[config.mk]
export PLATFORM = sky130hd
export DESIGN_NAME = touch_zone_key_event_generator
export DESIGN_NICKNAME = d
export VERILOG_FILES = /design/src/rtl/tzkeg_pkg.sv /design/src/rtl/touch_zone_key_event_generator.sv
export SDC_FILE = /design/constraint.sdc
export NUM_CORES = 1
export LEC_CHECK = 0
export BUFFER_PORTS_ARGS = -buffer_cell sky130_fd_sc_hd__buf_2
export CAP_MARGIN = 20
export CORE_MARGIN = 5
export CORE_UTILIZATION = 50
export DETAILED_ROUTE_END_ITERATION = 12
export GPL_ROUTABILITY_DRIVEN = 0
export MAX_ROUTING_LAYER = met4
export PLACE_DENSITY = 0.69
export SKIP_LAST_GASP = 1
export SLEW_MARGIN = 10
export SYNTH_ARGS = -nofsm -noshare
export SYNTH_HDL_FRONTEND = slang
export SYNTH_SLANG_ARGS = --single-unit
[constraint.sdc]
create_clock -name clk -period 6.8 [get_ports clk]
set_input_delay 1.7 -clock clk [delete_from_list [all_inputs] [get_ports clk]]
set_output_delay 1.7 -clock clk [all_outputs]
set_load 0.02 [all_outputs]
[src/rtl/tzkeg_pkg.sv]
`timescale 1ns / 1ps

package tzkeg_pkg;

    // Default build values
    localparam int NUM_KEYS_DEF    = 13;
    localparam int PANEL_WIDTH_DEF = 320;

    // Field widths
    localparam int TIME_W  = 32;
    localparam int RR_W    = 3;
    localparam int COORD_W = 9;
    localparam int POLL_W  = 10;
    localparam int HOLD_W  = 12;
    localparam int CODE_W  = 8;
    localparam int KIDX_W  = 4;
    localparam int LY_W    = 12;
    localparam int ZKEYS   = 13;

    // Packed word widths
    localparam int IN_BITS  = TIME_W + RR_W + 4 * COORD_W + 2;
    localparam int IN_W     = ((IN_BITS + 7) / 8) * 8;
    localparam int OUT_BITS = 3 + KIDX_W + CODE_W;
    localparam int OUT_W    = ((OUT_BITS + 7) / 8) * 8;

    // Configuration port
    localparam int CFG_IDX_W  = 2;
    localparam int CFG_DATA_W = 12;
    localparam logic [CFG_IDX_W-1:0] REG_POLL    = 2'd0;
    localparam logic [CFG_IDX_W-1:0] REG_HOLD    = 2'd1;
    localparam logic [CFG_IDX_W-1:0] REG_CONFIRM = 2'd2;
    localparam logic [CFG_IDX_W-1:0] REG_ABORT   = 2'd3;

    localparam logic [POLL_W-1:0] POLL_RST    = 10'd25;
    localparam logic [HOLD_W-1:0] HOLD_RST    = 12'd150;
    localparam logic [CODE_W-1:0] CONFIRM_RST = 8'd121;
    localparam logic [CODE_W-1:0] ABORT_RST   = 8'd110;

    // Logical keys
    localparam int KI_FWD   = 0;
    localparam int KI_BACK  = 1;
    localparam int KI_TURNL = 2;
    localparam int KI_TURNR = 3;
    localparam int KI_STRL  = 4;
    localparam int KI_STRR  = 5;
    localparam int KI_FIRE  = 6;
    localparam int KI_USE   = 7;
    localparam int KI_ESC   = 8;
    localparam int KI_ENTER = 9;
    localparam int KI_MAP   = 10;
    localparam int KI_YES   = 11;
    localparam int KI_NO    = 12;

    // Landscape zone bounds
    localparam logic signed [LY_W-1:0] ZONE_ROW1 = 12'sd80;
    localparam logic signed [LY_W-1:0] ZONE_ROW3 = 12'sd240;
    localparam logic signed [LY_W-1:0] MOVE_CY   = 12'sd160;
    localparam logic signed [LY_W-1:0] MOVE_SY0  = 12'sd144;
    localparam logic signed [LY_W-1:0] MOVE_SY1  = 12'sd176;
    localparam logic [COORD_W-1:0] ZONE_HALF_X = 9'd240;
    localparam logic [COORD_W-1:0] MOVE_X_END  = 9'd160;
    localparam logic [COORD_W-1:0] MOVE_CX     = 9'd80;
    localparam logic [COORD_W-1:0] TURN_X0     = 9'd320;
    localparam logic [COORD_W-1:0] TURN_XM     = 9'd400;

    typedef logic [ZKEYS-1:0] zkeys_t;

    function automatic zkeys_t kbit(input int k);
        zkeys_t r;
        r = '0;
        r[k] = 1'b1;
        return r;
    endfunction

    function automatic zkeys_t game_zone(input logic [COORD_W-1:0] lx,
                                         input logic signed [LY_W-1:0] ly);
        zkeys_t r;
        if (ly < ZONE_ROW1)
            r = (lx < ZONE_HALF_X) ? kbit(KI_ESC) : kbit(KI_MAP);
        else if (ly >= ZONE_ROW3)
            r = (lx < ZONE_HALF_X) ? kbit(KI_USE) : kbit(KI_FIRE);
        else if (lx < MOVE_X_END)
        begin
            if (ly < MOVE_SY0)
                r = kbit(KI_FWD);
            else if (ly >= MOVE_SY1)
                r = kbit(KI_BACK);
            else
                r = (lx < MOVE_CX) ? kbit(KI_STRL) : kbit(KI_STRR);
        end
        else if (lx >= TURN_X0)
            r = (lx < TURN_XM) ? kbit(KI_TURNL) : kbit(KI_TURNR);
        else
            r = '0;
        return r;
    endfunction

    function automatic zkeys_t menu_zone(input logic [COORD_W-1:0] lx,
                                         input logic signed [LY_W-1:0] ly);
        zkeys_t r;
        if (ly < ZONE_ROW1)
            r = (lx < ZONE_HALF_X) ? kbit(KI_ESC) : kbit(KI_ENTER);
        else if (ly >= ZONE_ROW3)
            r = kbit(KI_ENTER);
        else if (lx < MOVE_X_END)
            r = (ly < MOVE_CY) ? kbit(KI_FWD) : kbit(KI_BACK);
        else if (lx >= TURN_X0)
            r = (lx < TURN_XM) ? kbit(KI_TURNL) : kbit(KI_TURNR);
        else
            r = kbit(KI_ENTER);
        return r;
    endfunction

    function automatic zkeys_t prompt_zone(input logic [COORD_W-1:0] lx,
                                           input logic signed [LY_W-1:0] ly);
        zkeys_t r;
        if (ly < ZONE_ROW1 && lx < ZONE_HALF_X)
            r = kbit(KI_NO);
        else
            r = kbit(KI_YES);
        return r;
    endfunction

    function automatic logic [CODE_W-1:0] base_code(input logic [KIDX_W-1:0] idx);
        logic [CODE_W-1:0] c;
        case (idx)
            4'd0:    c = 8'had;
            4'd1:    c = 8'haf;
            4'd2:    c = 8'hac;
            4'd3:    c = 8'hae;
            4'd4:    c = 8'ha0;
            4'd5:    c = 8'ha1;
            4'd6:    c = 8'ha3;
            4'd7:    c = 8'ha2;
            4'd8:    c = 8'd27;
            4'd9:    c = 8'd13;
            4'd10:   c = 8'd9;
            4'd11:   c = 8'd121;
            4'd12:   c = 8'd110;
            default: c = 8'd0;
        endcase
        return c;
    endfunction

endpackage

[src/rtl/touch_zone_key_event_generator.sv]
`timescale 1ns / 1ps

// Channel   Dir  Signals                          Word
// s_*       in   s_tvalid s_tready s_tdata        one touch request
// m_*       out  m_tvalid m_tready m_tdata        one result word per request
// cfg_*     in   cfg_valid cfg_ready cfg_index    one register write
//                cfg_data
//
// One request per cycle: sampling, zone mapping and the lowest-index change
// pick all settle in the cycle a word is accepted, into the result register.
// s_tready drops only while a result waits and m_tready is low.
// rst_n clears all key state and times and loads the register defaults.
// cfg_ready is always high.
module touch_zone_key_event_generator #(
    parameter int NUM_KEYS    = tzkeg_pkg::NUM_KEYS_DEF,
    parameter int PANEL_WIDTH = tzkeg_pkg::PANEL_WIDTH_DEF
) (
    input  logic                               clk,
    input  logic                               rst_n,
    input  logic                               s_tvalid,
    output logic                               s_tready,
    // now_ms, read_result, point0_x, point0_y, point1_x, point1_y,
    // menu_active, prompt_active, zero fill
    input  logic [tzkeg_pkg::IN_W-1:0]         s_tdata,
    output logic                               m_tvalid,
    input  logic                               m_tready,
    // sample_taken, event_valid, key_pressed, key_index, key_code, zero fill
    output logic [tzkeg_pkg::OUT_W-1:0]        m_tdata,
    input  logic                               cfg_valid,
    output logic                               cfg_ready,
    input  logic [tzkeg_pkg::CFG_IDX_W-1:0]    cfg_index,
    input  logic [tzkeg_pkg::CFG_DATA_W-1:0]   cfg_data
);

    localparam int TW = tzkeg_pkg::TIME_W;
    localparam int CW = tzkeg_pkg::COORD_W;
    localparam int LW = tzkeg_pkg::LY_W;
    localparam int KW = tzkeg_pkg::KIDX_W;
    localparam int DW = tzkeg_pkg::CODE_W;
    localparam logic signed [LW-1:0] LY_TOP = LW'(PANEL_WIDTH - 1);

    // Request fields
    logic [TW-1:0]      now_ms;
    logic [2:0]         read_result;
    logic [CW-1:0]      p0x, p0y, p1x, p1y;
    logic               menu_active, prompt_active;

    assign now_ms        = s_tdata[TW-1:0];
    assign read_result   = s_tdata[TW+2:TW];
    assign p0x           = s_tdata[TW+3+CW-1:TW+3];
    assign p0y           = s_tdata[TW+3+2*CW-1:TW+3+CW];
    assign p1x           = s_tdata[TW+3+3*CW-1:TW+3+2*CW];
    assign p1y           = s_tdata[TW+3+4*CW-1:TW+3+3*CW];
    assign menu_active   = s_tdata[TW+3+4*CW];
    assign prompt_active = s_tdata[TW+3+4*CW+1];

    // State
    logic [NUM_KEYS-1:0]            held_reg, held_next;
    logic [NUM_KEYS-1:0]            rep_reg, rep_next;
    logic [TW-1:0]                  last_sample_reg, last_sample_next;
    logic [TW-1:0]                  last_good_reg, last_good_next;
    logic                           finger_reg, finger_next;
    logic [DW-1:0]                  yes_code_reg, yes_code_next;
    logic [DW-1:0]                  no_code_reg, no_code_next;
    logic [tzkeg_pkg::POLL_W-1:0]   poll_reg;
    logic [tzkeg_pkg::HOLD_W-1:0]   hold_reg;
    logic [DW-1:0]                  confirm_reg, abort_reg;
    logic                           out_valid_reg, out_valid_next;
    logic [tzkeg_pkg::OUT_W-1:0]    out_data_reg, out_data_next;

    logic                           accept;
    logic                           sample;
    logic [TW-1:0]                  since_sample, since_good;
    logic signed [LW-1:0]           ly0, ly1;
    tzkeg_pkg::zkeys_t              zkeys;
    logic [NUM_KEYS-1:0]            diff;
    logic                           ev_valid;
    logic [KW-1:0]                  ev_idx;
    logic                           ev_pressed;
    logic [DW-1:0]                  ev_code;

    assign s_tready  = !out_valid_reg || m_tready;
    assign accept    = s_tvalid && s_tready;
    assign m_tvalid  = out_valid_reg;
    assign m_tdata   = out_data_reg;
    assign cfg_ready = 1'b1;

    assign since_sample = now_ms - last_sample_reg;
    assign since_good   = now_ms - last_good_reg;
    assign ly0 = LY_TOP - $signed({{(LW-CW){1'b0}}, p0x});
    assign ly1 = LY_TOP - $signed({{(LW-CW){1'b0}}, p1x});

    always_comb
    begin
        held_next        = held_reg;
        last_sample_next = last_sample_reg;
        last_good_next   = last_good_reg;
        finger_next      = finger_reg;
        yes_code_next    = yes_code_reg;
        no_code_next     = no_code_reg;
        zkeys            = '0;
        sample = (held_reg == rep_reg) &&
                 (since_sample >= TW'(poll_reg));
        if (sample)
        begin
            last_sample_next = now_ms;
            if (read_result[2])
            begin
                // failed read: release only after the hold time
                if (since_good > TW'(hold_reg))
                begin
                    held_next   = '0;
                    finger_next = 1'b0;
                end
            end
            else
            begin
                last_good_next = now_ms;
                if (read_result == 3'd0)
                begin
                    held_next   = '0;
                    finger_next = 1'b0;
                end
                else
                begin
                    if (prompt_active || menu_active)
                    begin
                        // new tap only; a held tap leaves nothing pressed
                        if (!finger_reg)
                        begin
                            yes_code_next = confirm_reg;
                            no_code_next  = abort_reg;
                            zkeys = prompt_active ? tzkeg_pkg::prompt_zone(p0y, ly0)
                                                  : tzkeg_pkg::menu_zone(p0y, ly0);
                        end
                    end
                    else
                    begin
                        zkeys = tzkeg_pkg::game_zone(p0y, ly0);
                        if (read_result[1])
                            zkeys = zkeys | tzkeg_pkg::game_zone(p1y, ly1);
                    end
                    finger_next = 1'b1;
                    held_next   = NUM_KEYS'(zkeys);
                end
            end
        end
    end

    // Lowest changed key wins
    assign diff = held_next ^ rep_reg;

    always_comb
    begin
        ev_valid = 1'b0;
        ev_idx   = '0;
        for (int i = NUM_KEYS - 1; i >= 0; i--)
        begin
            if (diff[i])
            begin
                ev_valid = 1'b1;
                ev_idx   = KW'(i);
            end
        end
    end

    always_comb
    begin
        ev_pressed = 1'b0;
        ev_code    = '0;
        rep_next   = rep_reg;
        if (ev_valid)
        begin
            ev_pressed = held_next[ev_idx];
            rep_next[ev_idx] = ~rep_reg[ev_idx];
            if (ev_idx == KW'(tzkeg_pkg::KI_YES))
                ev_code = yes_code_reg;
            else if (ev_idx == KW'(tzkeg_pkg::KI_NO))
                ev_code = no_code_reg;
            else
                ev_code = tzkeg_pkg::base_code(ev_idx);
        end
    end

    // Yes/no events use the codes as they stand after this request's update
    always_comb
    begin
        out_data_next = '0;
        out_data_next[0] = sample;
        out_data_next[1] = ev_valid;
        out_data_next[2] = ev_pressed;
        out_data_next[3+KW-1:3] = ev_idx;
        if (ev_valid && ev_idx == KW'(tzkeg_pkg::KI_YES))
            out_data_next[3+KW+DW-1:3+KW] = yes_code_next;
        else if (ev_valid && ev_idx == KW'(tzkeg_pkg::KI_NO))
            out_data_next[3+KW+DW-1:3+KW] = no_code_next;
        else
            out_data_next[3+KW+DW-1:3+KW] = ev_code;
    end

    always_comb
    begin
        out_valid_next = out_valid_reg;
        if (accept)
            out_valid_next = 1'b1;
        else if (m_tready)
            out_valid_next = 1'b0;
    end

    always_ff @(posedge clk or negedge rst_n)
    begin
        if (!rst_n)
        begin
            held_reg        <= '0;
            rep_reg         <= '0;
            last_sample_reg <= '0;
            last_good_reg   <= '0;
            finger_reg      <= 1'b0;
            yes_code_reg    <= tzkeg_pkg::CONFIRM_RST;
            no_code_reg     <= tzkeg_pkg::ABORT_RST;
            out_valid_reg   <= 1'b0;
        end
        else
        begin
            out_valid_reg <= out_valid_next;
            if (accept)
            begin
                held_reg        <= held_next;
                rep_reg         <= rep_next;
                last_sample_reg <= last_sample_next;
                last_good_reg   <= last_good_next;
                finger_reg      <= finger_next;
                yes_code_reg    <= yes_code_next;
                no_code_reg     <= no_code_next;
            end
        end
    end

    always_ff @(posedge clk)
    begin
        if (accept)
            out_data_reg <= out_data_next;
    end

    always_ff @(posedge clk or negedge rst_n)
    begin
        if (!rst_n)
        begin
            poll_reg    <= tzkeg_pkg::POLL_RST;
            hold_reg    <= tzkeg_pkg::HOLD_RST;
            confirm_reg <= tzkeg_pkg::CONFIRM_RST;
            abort_reg   <= tzkeg_pkg::ABORT_RST;
        end
        else if (cfg_valid)
        begin
            case (cfg_index)
                tzkeg_pkg::REG_POLL:    poll_reg    <= cfg_data[tzkeg_pkg::POLL_W-1:0];
                tzkeg_pkg::REG_HOLD:    hold_reg    <= cfg_data[tzkeg_pkg::HOLD_W-1:0];
                tzkeg_pkg::REG_CONFIRM: confirm_reg <= cfg_data[DW-1:0];
                tzkeg_pkg::REG_ABORT:   abort_reg   <= cfg_data[DW-1:0];
                default:                poll_reg    <= poll_reg;
            endcase
        end
    end

endmodule
After elaboration in Yosys (flattened, before gate mapping)
Memories as Yosys holds them, arrays and structs flattened.
Index checks and enable logic that the tools add are counted.
- register bits: 161
- memory bits (read-only): 128
- input port bits: 99
- output and inout port bits: 19
- logic and storage cells: 170
- memories: 1
- $add $sub $neg: 4
- magnitude comparators: 23
- equality and inequality tests: 7
- muxes and demuxes: 97
- bitwise gates (word level): 4
- reduce and logical (&&, ||, !) cells: 20
- memory list (memory ; words ; width ; read ports ; clocked after memory_dff ; write ports ; RTL line ; RTL):
    (no name shown) ; 16 ; 8 ; 1 ; 0 ; 0 ; tzkeg_pkg.sv:126 ; case (idx)
- operator list (operator ; count):
    13-bit 2-to-1 mux ; 24
    8-bit 2-to-1 mux ; 17
    4-bit 2-to-1 mux ; 17
    32-bit subtractor ; 2
    10-bit 2-to-1 mux ; 5
    10-bit by 9-bit greater-or-equal comparator with 1-bit output, second input constant ; 4
    9-bit by 8-bit less-than comparator with 1-bit output, second input constant ; 4
    6-bit 2-to-1 mux ; 6
    32-bit by 10-bit greater-or-equal comparator with 1-bit output ; 1
    32-bit by 12-bit greater-than comparator with 1-bit output ; 1
    10-bit by 9-bit less-than comparator with 1-bit output, second input constant ; 3
    11-bit 2-to-1 mux ; 2
    1-bit 2-to-1 mux ; 21
    10-bit by 8-bit less-than comparator with 1-bit output, second input constant ; 2
    9-bit by 9-bit subtractor with 10-bit output, first input constant ; 2
    9-bit greater-or-equal comparator, second input constant ; 2
    9-bit by 7-bit less-than comparator with 1-bit output, second input constant ; 2
    9-bit less-than comparator, second input constant ; 2
    13-bit bitwise mux ; 1
    13-bit equality test ; 1
    13-bit OR ; 1
    13-bit XOR ; 1
    2-bit AND reduction ; 6
    1-bit binary-select mux with 4-bit select ; 2
    16 further kinds ; 26

Longest topological paths before layout
- depth after elaboration: 38
- gate-level depth with buffers: 30
- mapped depth without buffers: 29

Worst setup path before layout
No wires, ideal clock.
- path type: input -> register
- from: input port s_tdata[0] in the netlist's numbering
- to: register out_data_reg, in the netlist m_tdata[7] (data pin)
- setup time: 0.256 ns
- arrival: 7.318 ns
- required time: 6.544 ns
- path slack: -0.773 ns
- stages: 29
- path buffers: 2
- cells stage by stage: inv_1 > ha_1 > fa_1 > and2b_1 > o2111ai_1 > nand2_1 > a31oi_1 > o21bai_1 > a21oi_1 > xnor2_1 > ha_1 > a21oi_1 > nand2_1 > a2111oi_0 > a2bb2oi_1 > o2111ai_1 > a2111oi_1 > nand4_1 > nand3_1 > buf_6 > a221oi_1 > or3_1 > a211o_1 > a211o_1 > inv_2 > ha_1 > nand3b_1 > clkbuf_1 > a31o_2
- elaborated cells on any way between the ends: 47
- classes of those cells: 2 x add/sub; 2 x order compare; 2 x eq/ne; 36 x mux; 1 x bitwise; 3 x reduce/logical; 1 x memory
- RTL lines (element ; RTL line ; RTL):
    start: declaration ; touch_zone_key_event_generator.sv:24 ; input logic [tzkeg_pkg::IN_W-1:0] s_tdata,
    32-bit subtractor ; touch_zone_key_event_generator.sv:89 ; assign since_good = now_ms - last_good_reg;
    32-bit by 12-bit greater-than comparator with 1-bit output ; touch_zone_key_event_generator.sv:110 ; if (since_good > TW'(hold_reg))
    13-bit 2-to-1 mux ; touch_zone_key_event_generator.sv:110 ;
    13-bit 2-to-1 mux ; touch_zone_key_event_generator.sv:107 ; if (read_result[2])
    13-bit 2-to-1 mux (*) ; touch_zone_key_event_generator.sv:104 ; if (sample)
    13-bit XOR (*) ; touch_zone_key_event_generator.sv:151 ; assign diff = held_next ^ rep_reg;
    4-bit 2-to-1 mux (11 in a row) ; touch_zone_key_event_generator.sv:159 ; if (diff[i])
    4-bit 2-to-1 mux (*) ; touch_zone_key_event_generator.sv:159 ;
    net ev_idx[0] ; touch_zone_key_event_generator.sv:78 ; logic [KW-1:0] ev_idx;
    memory read 16 x 8 bit or 4-bit equality test (tied branches) ; -- ;
    8-bit 2-to-1 mux ; touch_zone_key_event_generator.sv:178 ; else if (ev_idx == KW'(tzkeg_pkg::KI_NO))
    8-bit 2-to-1 mux ; touch_zone_key_event_generator.sv:176 ; if (ev_idx == KW'(tzkeg_pkg::KI_YES))
    8-bit 2-to-1 mux ; touch_zone_key_event_generator.sv:172 ; if (ev_valid)
    8-bit 2-to-1 mux ; touch_zone_key_event_generator.sv:195 ; else if (ev_valid && ev_idx == KW'(tzkeg_pkg::KI_NO))
    8-bit 2-to-1 mux (*) ; touch_zone_key_event_generator.sv:193 ; if (ev_valid && ev_idx == KW'(tzkeg_pkg::KI_YES))
    net out_data_next, one bit ; touch_zone_key_event_generator.sv:69 ; logic [tzkeg_pkg::OUT_W-1:0] out_data_reg, out_data_next;
    end signal: assignment ; touch_zone_key_event_generator.sv:242 ; out_data_reg <= out_data_next;
    end: declaration ; touch_zone_key_event_generator.sv:69 ;
Mark *: on every way through the listed nets, which the timed path passes. The rest lies on a longest branch.
A chain may end at the register's enable or synchronous reset.

Final worst setup path
- from: input port s_tdata[0] in the netlist's numbering
- to: register out_data_reg, in the netlist m_tdata[12] (data pin)
- cells in the longest elaborated chain, start to end: 25
- elaborated cells on any way between the ends: 47
- classes of those cells: 2 x add/sub; 2 x order compare; 2 x eq/ne; 36 x mux; 1 x bitwise; 3 x reduce/logical; 1 x memory
- ends and longest elaborated chain (element ; RTL line):
    32-bit subtractor ; touch_zone_key_event_generator.sv:89
    32-bit by 12-bit greater-than comparator with 1-bit output ; touch_zone_key_event_generator.sv:110
    13-bit 2-to-1 mux ; touch_zone_key_event_generator.sv:110
    13-bit 2-to-1 mux ; touch_zone_key_event_generator.sv:107
    13-bit 2-to-1 mux ; touch_zone_key_event_generator.sv:104
    13-bit XOR ; touch_zone_key_event_generator.sv:151
    4-bit 2-to-1 mux (13 in a row) ; touch_zone_key_event_generator.sv:159
    memory read 16 x 8 bit or 4-bit equality test (tied branches) ; --
    8-bit 2-to-1 mux ; touch_zone_key_event_generator.sv:178
    8-bit 2-to-1 mux ; touch_zone_key_event_generator.sv:176
    8-bit 2-to-1 mux ; touch_zone_key_event_generator.sv:172
    8-bit 2-to-1 mux ; touch_zone_key_event_generator.sv:195
    8-bit 2-to-1 mux (*) ; touch_zone_key_event_generator.sv:193
    net out_data_next, one bit ; touch_zone_key_event_generator.sv:69
Marked as above.

==> key figures <==
Global route
  • Total grt overflow: 0
  • Vias in the first global route: roughly 13000
  • Initial antenna violation count: 1
  • Largest net degree at the start of global routing: 104
  • Total track usage: 28.0%
  • First-pass GRT wire length: about 65 mm

Yosys
  • Seq/Total Area, Yosys: about a third
  • Cell count after synthesis: ~1500
  • Adder-Cell Fraction of Synth Area: under 10%
  • Post-Synth Simple-Gate Area: between 15 and 20%
  • Count leader, synth: nand2_1
  • Average size of a mapped cell: approximately 8.6 µm²
  • Post-synth EDFFs: 15
  • Compound-Gate Fraction of Synth Area: 23.2%
  • Mapped Nets: about 1700
  • Post-synthesis register bit count: 161
  • Ys async rst share: around 91%
  • Post-synthesis mux area share: a little under a tenth
  • Netlist Area Pre-Place: ~13000 µm²
  • Largest family of logic cells by synthesized area: compound AO/OA/AOI/OAI gates
  • Yosys top cell by area: dfrtp_1
  • Post-synthesis xor/xnor area fraction: slightly above 3%
  • Synth warn: 0
  • Post-synth top cells: nand2_1 (160), dfrtp_1 (119), inv_1 (110)
  • Synth unique cells: 98
  • Synth top area share: 22.6%
  • Top post-synthesis cells by area: dfrtp_1 (23%), ha_1 (9.1%), mux2_2 (7.9%)
  • Synth Flop Type: dfrtp_1

Critical path
  • Critical path type: in -> reg
  • CP Capture Type: flip-flop
  • Max incr delay on CP: between 300 and 400 ps
  • Critical Path RT: between 7000 and 8000 ps
  • CP Data Arrival Time: about 7300 ps
  • Largest fanout on the critical path: 6
  • Kind of start point of the critical path: primary input
  • Slowest stage cell, crit path: a211o_4

Layout
  • Share of cells above drive strength 1: about a third
  • Fin cells: between 2000 and 2500
  • Post-route design area: around 17000 µm²
  • FILL cells: approximately 2100
  • # nets final: approximately 2100
  • Area Overhead vs Synth: 30.2%

Outcome
  • Failing checks: setup timing
  • Status: finished, violations left

Route
  • Vias: ~13000
  • Total iterations of the first detailed-routing run: 6
  • ANT nets after route: 0
  • DRC: 0
  • Initial DRC Count: between 1000 and 1500
  • Vias per inst: ~6
  • Final WL: between 40 and 50 mm
  • WL/cell: between 15 and 20 µm

Clock tree
  • Clk root buf: clkbuf_16
  • Total CTS buffers: 17
  • Clk_lat worst skew: approximately 450 ps
  • Clock Path Buffers: 2
  • H-tree depth: 4
  • Clk sinks: between 150 and 200
  • CTS tree: yes
  • CTS clock-pin slew for the worst setup and hold paths: 90 ps

Timing
  • Final Hold Slack: about 500 ps
  • Fin crit share: 104%
  • Slew Viols, Final: 0
  • RSZ-0062 raised after global routing: true
  • Slew margin rel.: 30.7%
  • Minimum clock period: just over 7000 ps
  • Slew @ Worst Pin: 1040 ps
  • Finish-stage setup viols: 20
  • Setup Skew: ~21 ps
  • Fin. Hold Viols: 0
  • Fmax: between 100 and 150 MHz
  • Setup WS post-layout: -295 ps

Placement
  • Post-Place Worst Slack: -1060 ps
  • Port buffer count: between 90 and 100
  • Post-DP Area: between 15000 and 20000 µm²
  • Placed cells: 2176
  • Post-DP HPWL: slightly above 30 mm

Die
  • Core Region: around 26000 µm²
  • I/O pins: 118
  • Site row count: 59
  • Die Span X: around 170 µm
  • Full die area: ~30000 µm²
  • Initial core utilization: 50.8%
  • Vert. Die Dim: 172 µm

Pwr
  • Switch share: between 40% and 50%
  • Comb power frac: between 60 and 70%
  • Peak supply drop: ~250 µV
  • Internal power: roughly 4.4 mW
  • Net switching power: ~3.4 mW
  • Leakage: around 7.6 nW
  • Pwr/cell area: around 450 nW/µm²
  • Sequential Power Share: about 20%
  • Clock power share: approximately an eighth

Hold path
  • Worst min path class: reg -> reg

Run
  • Max-Cap Viols: 0
[kinds of logic (layout without fill, tap and decap cells)]
group	Yosys count	count (layout)
buffers and inverters	175	540
muxes	113	113
other	2	3
adders and majority gates	98	98
and+or+nand+nor	478	478
xor gates and xnor gates	46	46
AOI/OAI and AO/OA	452	452
DFF	161	161
[cells in the final DEF, fill, tap and decap left out, types with 8 or more instances in the layout]
cell / netlist / routed
xor2_1: 17 / 15
o211ai_1: 20 / 20
inv_1: 110 / 108
buf_2: 12 / 90
mux2_2: 92 / 89
and4_1: 14 / 13
nand4_1: 30 / 30
nor2b_1: 15 / 15
a21oi_1: 103 / 99
and2_1: 17 / 17
nand3_1: 35 / 33
o21ai_0: 101 / 101
ha_1: 96 / 92
or3_1: 8 / 8
clkbuf_16: 0 / 17
o31ai_1: 8 / 8
edfxtp_1: 15 / 15
and3_1: 13 / 13
dfrtp_1: 119 / 119
nor4_1: 12 / 10
a21o_1: 23 / 23
dfstp_2: 27 / 27
buf_4: 5 / 294
mux2i_1: 21 / 21
xnor2_1: 29 / 29
nand2b_1: 12 / 10
o21a_1: 30 / 30
nand2_1: 160 / 159
o21bai_1: 9 / 9
a211oi_1: 14 / 12
nor3_1: 41 / 38
nor2_1: 82 / 81
a31oi_1: 20 / 19
[area by class of cell]
class	count	area [µm²]	share of cell area, %
antenna	1	2.50	0.0146
tap	335	419	2.44
timing repair buffer	396	2830	16.5
multi-input combinational	1189	8700	50.7
sequential	161	4140	24.1
clock buffer	17	425	2.48
clock inverter	15	220	1.28
inverter	112	435	2.54
[timing repair]
action	CTS	global route
gates resized for setup	31	19
setup buffers	11	7
cloned	0	0
hold buffers	0	0
pin swaps	25	20
endpoints found under the setup margin	24	24
[critical path: cells and delay by family]
kind,cells,cell delay (ps)
AOI/OAI and AO/OA,14,2660
adders and majority gates,4,940
and+or+nand+nor,7,1470
buffers and inverters,4,360
xor gates and xnor gates,1,170
[per-layer routing]
layer | track usage [%] | up-vias | part of all wire, %
met5 | - | - | 0
met4 | 9.67 | 0 | 3.2
met3 | 4.18 | 113 | 5.5
met2 | 47.8 | 452 | 49
met1 | 34.0 | 6343 | 42
li1 | - | 6326 | -
[worst paths after layout]
check / cells after the start / from / slack (ps) / end
min in group asynchronous: 1 / rst_n / 1340 / last_good_reg[16]
worst min register to register: 2 / last_sample_reg[31] / 500 / last_sample_reg[31]
worst min-delay path: 2 / last_sample_reg[31] / 500 / last_sample_reg[31]
worst max register to register: 28 / last_good_reg[0] / 640 / m_tdata[12]
max in group asynchronous: 2 / rst_n / 4250 / no_code_reg[1]
worst max-delay path: 30 / s_tdata[0] / -300 / m_tdata[12]
[through the flow]
step	power, mW	setup TNS (ps)	utilization (%)
after floorplan	4.49	-2880	-
after detailed placement	6.42	-22450	62.2
after global routing	8.38	-9670	66.1
after CTS	7.67	-4290	65.6
after global placement	6.29	-20230	62.2
final	7.78	-3830	66.1
[power groups by stage]
stage | Clock (mW) | Sequential (mW) | Combinational (mW)
2_1_floorplan | 0 | 1.51 | 2.98
3_3_place_gp | 0 | 1.52 | 4.77
3_5_place_dp | 0 | 1.54 | 4.88
4_1_cts | 1.06 | 1.53 | 5.08
5_1_grt | 1.10 | 1.57 | 5.72
6_report | 1.04 | 1.53 | 5.21
(Power assumes the default switching activity.)
